File: src/rtl/core/lzss_pkg.sv
package lzss_pkg;

    localparam int unsigned OFFSET_BITS = 13;
    localparam int unsigned LEN_BITS    = 4;
    localparam int unsigned LIT_BITS    = 8;
    localparam int unsigned MIN_MATCH   = 3;
    localparam int unsigned COUNT_BITS  = 5;   // holds MIN_MATCH + 15

    // parser phases
    localparam logic [1:0] PH_FLAG   = 2'd0;
    localparam logic [1:0] PH_LIT    = 2'd1;
    localparam logic [1:0] PH_OFFSET = 2'd2;
    localparam logic [1:0] PH_LENGTH = 2'd3;

    // parser event kinds
    localparam logic [1:0] EVT_NONE  = 2'd0;
    localparam logic [1:0] EVT_LIT   = 2'd1;
    localparam logic [1:0] EVT_EOS   = 2'd2;
    localparam logic [1:0] EVT_MATCH = 2'd3;

    typedef struct packed {
        logic [1:0]             kind;
        logic [LIT_BITS-1:0]    lit;
        logic [OFFSET_BITS-1:0] offset;
        logic [COUNT_BITS-1:0]  count;
    } t_parse_evt;

endpackage

File: src/rtl/core/lzss_bit_parse.sv
// One compressed bit per step; reports the item completed by that bit.
module lzss_bit_parse (
    input  logic                  i_clk,
    input  logic                  i_rst_n,
    input  logic                  i_step,
    input  logic                  i_bit,
    output lzss_pkg::t_parse_evt  o_evt
);

    logic [1:0]                       r_phase, n_phase;
    logic [lzss_pkg::OFFSET_BITS-1:0] r_acc, n_acc;
    logic [3:0]                       r_rem, n_rem;
    logic [lzss_pkg::OFFSET_BITS-1:0] r_off, n_off;

    logic [lzss_pkg::OFFSET_BITS-1:0] acc_sh;
    logic [3:0]                       rem_dec;

    always_comb begin
        acc_sh  = {r_acc[lzss_pkg::OFFSET_BITS-2:0], i_bit};
        rem_dec = r_rem - 4'd1;
        n_phase = r_phase;
        n_acc   = r_acc;
        n_rem   = r_rem;
        n_off   = r_off;
        o_evt.kind   = lzss_pkg::EVT_NONE;
        o_evt.lit    = acc_sh[lzss_pkg::LIT_BITS-1:0];
        o_evt.offset = r_off;
        o_evt.count  = lzss_pkg::COUNT_BITS'(acc_sh[lzss_pkg::LEN_BITS-1:0])
                       + lzss_pkg::COUNT_BITS'(lzss_pkg::MIN_MATCH);
        if (i_step) begin
            if (r_phase == lzss_pkg::PH_FLAG) begin
                n_phase = i_bit ? lzss_pkg::PH_LIT : lzss_pkg::PH_OFFSET;
                n_rem   = i_bit ? 4'(lzss_pkg::LIT_BITS) : 4'(lzss_pkg::OFFSET_BITS);
                n_acc   = '0;
            end else if (rem_dec != 4'd0) begin
                n_acc = acc_sh;
                n_rem = rem_dec;
            end else begin
                n_rem   = rem_dec;
                n_acc   = '0;
                n_phase = lzss_pkg::PH_FLAG;
                unique case (r_phase)
                    lzss_pkg::PH_LIT: begin
                        o_evt.kind = lzss_pkg::EVT_LIT;
                    end
                    lzss_pkg::PH_OFFSET: begin
                        if (acc_sh == '0) begin
                            o_evt.kind = lzss_pkg::EVT_EOS;
                        end else begin
                            n_off   = acc_sh;
                            n_rem   = 4'(lzss_pkg::LEN_BITS);
                            n_phase = lzss_pkg::PH_LENGTH;
                        end
                    end
                    default: begin
                        o_evt.kind = lzss_pkg::EVT_MATCH;
                    end
                endcase
            end
        end
    end

    always_ff @(posedge i_clk) begin
        if (!i_rst_n) begin
            r_phase <= lzss_pkg::PH_FLAG;
            r_acc   <= '0;
            r_rem   <= '0;
            r_off   <= '0;
        end else begin
            r_phase <= n_phase;
            r_acc   <= n_acc;
            r_rem   <= n_rem;
            r_off   <= n_off;
        end
    end

endmodule
File: config.mk
export PLATFORM = sky130hd
export DESIGN_NAME = lzss_bit_parse
export DESIGN_NICKNAME = d
export VERILOG_FILES = /design/src/rtl/core/lzss_pkg.sv /design/src/rtl/core/lzss_bit_parse.sv
export SDC_FILE = /design/constraint.sdc
export NUM_CORES = 1
export LEC_CHECK = 0
export BUFFER_PORTS_ARGS = -buffer_cell sky130_fd_sc_hd__buf_4
export CORE_MARGIN = 2
export CORE_UTILIZATION = 49
export DETAILED_ROUTE_END_ITERATION = 16
export PLACE_DENSITY_LB_ADDON = 0.3
export SYNTH_ARGS = -nofsm -noshare
export SYNTH_HDL_FRONTEND = slang
export SYNTH_SLANG_ARGS = --single-unit
File: constraint.sdc
create_clock -name i_clk -period 2.4 [get_ports i_clk]
set_clock_uncertainty 0.05 [all_clocks]
set_input_delay 0.12 -clock i_clk [delete_from_list [all_inputs] [get_ports i_clk]]
set_output_delay 0.12 -clock i_clk [all_outputs]
set_load 0.01 [all_outputs]
==> impl_metrics.ini, run 1 <==
[clock_tree]
clkLatencyLatePin_ns = 0.34
clock-sinks = 31
clkTransAtPathRegs_ns = 0.10
root_buffer = clkbuf_4
cts_setup_buffers = 0
cts_buffers = 5
cts_tree = built
cts_buffer_depth = 2
htreeDepth = 2

[finish]
seq_area_um2 = 621
final_cells = 221
syn2layout_area_growth_pct = 19.3
drive_gt1_share_pct = 26.3
multi_input_area_um2 = 727
diodes = 0
layout.nets = 197
fillers = 247

[floorplanning]
die_width_um = 58.7
die_area_um2 = 3450
rows = 19
boundaryPins = 32
fp.dieH_um = 58.7
initial_utilization_pct = 52.3
core_um2 = 2810

[synth]
avgSynthCellArea_um2 = 8.78
synthTopCellsByCount = 31 x dfxtp_1, 20 x o21ai_0, 17 x a21oi_1
synth_seq_cells = 31
synth_edf_count = 0
seq_area_frac_synth_pct = 42.3
synth.most_common_cell = dfxtp_1
ys_async_sr_fraction_pct = 0
yosysWarnings = 0
yosysTopAreaCellShare_pct = 42.3
synth_top_area_cell = dfxtp_1
syn_nets = 174
synthDistinctLibCells = 32
postSynthCellCount = 167
synth.area.top_cells = dfxtp_1 42%, a22o_1 7.2%, o21ai_0 6.8%
synth_flop_cell = dfxtp_1
synth.cell_area_um2 = 1470

[worst_hold_path]
whs_endpoint = r_acc[0]$_SDFFE_PN0P_
holdCritPathClass = input port to flip-flop
holdPathStages = 2
min_from = i_bit

[critical_path]
crit_chain = inv_1 -> ha_1 -> nor3b_4 -> a31oi_4 -> nor4_2 -> buf_4
reg2reg_to = r_off[6]$_SDFFE_PN0P_
crit_path_top_delay_cell = dfxtp_1
reg2reg_depth = 6
end_kind = primary output
regToRegStartpoint = r_acc[0]$_SDFFE_PN0P_
critical_path_required_ns = 2.23
crit_cells = 6
crit_arrival_ns = 2.07
slowest_delay_ns = 0.44
reg2reg_slack_ns = 0.25
critPathKind = flip-flop to primary output
setup.worst_path.start_class = flip-flop
crit_family = simple AND/OR/NAND/NOR gates
path_buf_inv = 2
cp_max_fo = 18

[timing]
tightestPinTransition_ns = 1.01
slew_headroom_pct = 32.6
period_share_pct = 93.5
rsz0062_at_grt = false
final.min_clock_period_ns = 2.24
finalSetupViolCount = 0
fmax_mhz = 446
maxSlewViolCount = 0
setup-tns-final_ns = 0
finalHoldViolations = 0

[placed_design]
globalplace.congestion = 0.821
post-place-cells = 213
hpwlAfterDp_mm = 2.40
port_buffers = 31

[global_route]
antenna_found_initial = 0
grt_usage_pct = 21.6
grt_pass1_wl_mm = 5.69
grt_max_degree = 19
grt_pass1_vias = 1199
gr-total-overflow = 0

[detailed_routing]
drc = 1
viasPerCell = 6.19
drtIter0Drc = 63
wl_per_cell_um = 15.6
vias = 1369
totalWireLength_mm = 3.46
first_pass_iters = 10
postRouteAntennaNets = 0

[outcome]
failed_checks = design-rule violations
status = finished, violations left

[power_and_ir_drop]
p_leak_uw = 0.000686
irDropWorstVdd_mv = 0.349
power_density_nw_per_um2 = 562

[flow_run]
cap_violations = 0
## cells in the final DEF (no fill, tap or decap), drive strengths merged, types with 3 or more instances in the layout
cell and count:
nor2 6, o21ai 20, clkbuf 6, nand3 16
clkinv 3, buf 35, a21oi 17, inv 7
nor3 3, nor4 4, a31oi 5, a22o 12
dfxtp 31, ha 3
## logic make-up (layout without fill, tap and decap cells)
| group | Yosys count | count (layout) | synth area share (%) |
|---|---|---|---|
| compound gates | 62 | 62 | 27.3 |
| xor+xnor | 2 | 2 | 1.19 |
| fa+ha+maj | 3 | 3 | 2.56 |
| buf+inv | 29 | 52 | 10.3 |
| flops | 31 | 31 | 42.3 |
| simple gates | 40 | 40 | 16.3 |
## flip-flops by register name, summed over array words and instances, names as in the netlist
register	cells
r_off	13
r_rem	4
r_acc	12
r_phase	2
## metal layers
layer | vias to the layer above | share of wire [%] | track usage (%)
li1 | 655 | - | -
met1 | 636 | 44 | 29.6
met2 | 64 | 45 | 33.7
met3 | 14 | 8.0 | 4.18
met4 | 0 | 2.5 | 8.77
met5 | - | 0 | 0
## worst reg2reg max path, cell delays in order, from the launching register on
cell and delay, ns:
dfxtp_1 0.44, inv_1 0.07, ha_1 0.23, nor4b_2 0.18, a31oi_1 0.73, nand3_1 0.19, a21oi_1 0.18
## report_power, final
part           total (uW)  switching, uW  internal, uW
combinational         133           78.4          54.6
clock                 308            172           135
sequential            543           18.4           525
## worst max path at each step
stage	to	startpoint	slack, ns
floorplan	o_evt[27]	r_rem[0]$_SDFFE_PN0P_	0.43
global placement	r_off[1]$_SDFFE_PN0P_	r_acc[0]$_SDFFE_PN0P_	0.39
detailed placement	o_evt[27]	r_rem[0]$_SDFFE_PN0P_	0.26
CTS	o_evt[27]	r_rem[0]$_SDFFE_PN0P_	0.11
global route	o_evt[27]	r_rem[0]$_SDFFE_PN0P_	0.01
finish	o_evt[27]	r_rem[0]$_SDFFE_PN0P_	0.16
## metrics by stage
| stage | hold WS, ns | util [%] | worst slack (ns) | power (uW) | area, um2 |
|---|---|---|---|---|---|
| after floorplan | 0.188 | - | 0.434 | 642 | 1470 |
| after detailed placement | 0.334 | 58.8 | 0.257 | 676 | 1650 |
| after global placement | 0.322 | 58.8 | 0.386 | 669 | 1650 |
| final | 0.0559 | 62.4 | 0.156 | 984 | 1750 |
| after global routing | 0.0663 | 62.4 | 0.0126 | 1030 | 1750 |
| after CTS | 0.0481 | 61.7 | 0.106 | 981 | 1730 |
## timing repair
action	CTS	global route
gates resized for setup	2	3
setup endpoints to repair	1	1
hold endpoints to repair	1	0
hold buffers	1	0
pin swaps	0	0
## layout make-up
| type | instances | share of cell area (%) |
|---|---|---|
| well taps | 31 | 2.22 |
| clock buffers | 6 | 2.93 |
| inverters | 9 | 1.93 |
| repair buffers | 36 | 15.6 |
| clock inverters | 1 | 0.286 |
| multi-input cells | 107 | 41.6 |
| flip-flops and latches | 31 | 35.5 |
Power figures use the tool's default switching activity.
==> run 2: changes to the inputs <==
CORE_MARGIN = not set   (was 2)
==> run 2 against run 1 <==
  * The run still ends with design-rule violations left
  * Clock power hardly changed
  * Setup slack improved by 0.061 ns
  * Utilization is 0.49 points lower
  * Total power fell by 0.48%
  * Sequential share of layout area up 0.28 points
  * Cell count shrank 0.45%
  * Fmax grew 2.8%
  * Combinational power down 4%
  * Sequential power hardly changed
  * Largest cell class unchanged
  * Routed wire length decreased by 5.2%
==> impl_metrics.ini, run 2 (same netlist as run 1, synthesis figures left out) <==
[critical_path]
crit_chain = inv_1 -> ha_1 -> nor3b_4 -> a31oi_4 -> nor4_2 -> buf_4
critical_path_required_ns = 2.23
end_kind = primary output
crit_arrival_ns = 2.01
slowest_delay_ns = 0.44
crit_path_top_delay_cell = dfxtp_1
cp_max_fo = 18
setup.worst_path.start_class = flip-flop
critPathKind = flip-flop to primary output

[floorplanning]
die_width_um = 56.7
die_area_um2 = 3220
initial_utilization_pct = 52.3
fp.dieH_um = 56.7
core_um2 = 2810
boundaryPins = 32
rows = 19

[power_and_ir_drop]
irDropWorstVdd_mv = 0.412
power_density_nw_per_um2 = 564
p_leak_uw = 0.000678

[detailed_routing]
drtIter0Drc = 33
postRouteAntennaNets = 0
vias = 1317
viasPerCell = 5.99
first_pass_iters = 10
totalWireLength_mm = 3.28
wl_per_cell_um = 14.9
drc = 2

[finish]
layout_common_cells = 34 x buf_4, 31 x dfxtp_1, 20 x o21ai_0, 17 x a21oi_1, 16 x nand3_1
layout.nets = 196
reg.largest.list = r_off (13), r_acc (12), r_rem (4)
syn2layout_area_growth_pct = 18.3
final_common_cell = buf_4
fillers = 243
largest_reg_flops = 13
drive_gt1_share_pct = 25.4
utilization_pct = 61.9
regMostFlops = r_off
diodes = 0
final_cells = 220

[worst_hold_path]
holdCritPathClass = input port to flip-flop

[global_route]
antenna_found_initial = 0
grt_max_degree = 19
gr-total-overflow = 0
grt_usage_pct = 22.4
grt_pass1_vias = 1181
grt_pass1_wl_mm = 5.44

[clock_tree]
cts_buffer_depth = 2
clkTransAtPathRegs_ns = 0.09
root_buffer = clkbuf_4
htreeDepth = 2
clock-sinks = 31
cts_buffers = 5
clkLatencyLatePin_ns = 0.32
cts_tree = built
cts_setup_buffers = 0

[timing]
slew_headroom_pct = 35.4
finalSetupViolCount = 0
final.min_clock_period_ns = 2.18
tightestPinTransition_ns = 0.965
fin_ws_ns = 0.217
maxSlewViolCount = 0
fmax_mhz = 458
finalHoldViolations = 0
period_share_pct = 90.9
setup-tns-final_ns = 0
holdWs_ns = 0.0541
rsz0062_at_grt = false

[placed_design]
globalplace.congestion = 0.863
port_buffers = 31
post-place-cells = 212
dp_slack_ns = 0.296
hpwlAfterDp_mm = 2.32

[flow_run]
cap_violations = 0

[outcome]
status = finished, violations left
failed_checks = design-rule violations
## run 2: cell count changes in the layout (fill, tap and decap cells not counted)
cell,before,now
buf_4,35,34
nor4b_1,1,2
nor4b_2,1,0
## run 2: final timing paths
check | from | to | slack, ns | cells past startpoint
hold / removal | i_bit | r_acc[0]$_SDFFE_PN0P_ | 0.05 | 2
setup reg to reg | r_acc[0]$_SDFFE_PN0P_ | r_off[11]$_SDFFE_PN0P_ | 0.29 | 6
hold reg to reg | r_off[1]$_SDFFE_PN0P_ | r_off[1]$_SDFFE_PN0P_ | 0.43 | 2
setup / recovery | r_rem[0]$_SDFFE_PN0P_ | o_evt[27] | 0.22 | 6
## run 2: report_power, final
group | internal [uW] | switching (uW) | total [uW]
registers | 525 | 18.5 | 543
logic | 52.7 | 75.1 | 128
clock network | 136 | 173 | 308
total | 713 | 266 | 979
## run 2: layout make-up
type | count | area, um2 | area share (%)
multi-input combinational | 107 | 721 | 41.5
timing repair buffer | 35 | 265 | 15.3
inverter | 9 | 33.8 | 1.95
clock buffer | 6 | 51.3 | 2.96
sequential | 31 | 621 | 35.8
tap | 31 | 38.8 | 2.24
clock inverter | 1 | 5.00 | 0.288
## run 2: through the flow
step / instance area (um2) / power (uW)
floorplan: 1470 / 642
global placement: 1640 / 668
detailed placement: 1640 / 673
CTS: 1720 / 981
global route: 1740 / 1030
finish: 1740 / 979
## run 2: routing by layer
metal  wire, um  part of all wire (%)  vias up  global-route usage [%]
met4         51                   1.6        0                    8.57
met3        231                   7.0        5                    6.91
met5          0                     0        -                       0
li1           -                     -      649                       -
met2       1470                    45       46                    33.7
met1       1530                    47      617                    29.8
## run 2: timing repair
item                                    4_1_cts  5_1_grt
gates resized for setup                       2        2
pin swaps                                     0        0
endpoints found under the hold margin         1        0
endpoints found under the setup margin        1        1
hold buffers                                  1        0
## run 2: critical path: cells and delay by family, from the launching register on
kind                       cells  cell delay (ns)
buffers and inverters          2             0.23
adders and majority gates      1             0.25
DFF                            1             0.44
AOI/OAI and AO/OA              1             0.23
and+or+nand+nor                2             0.54
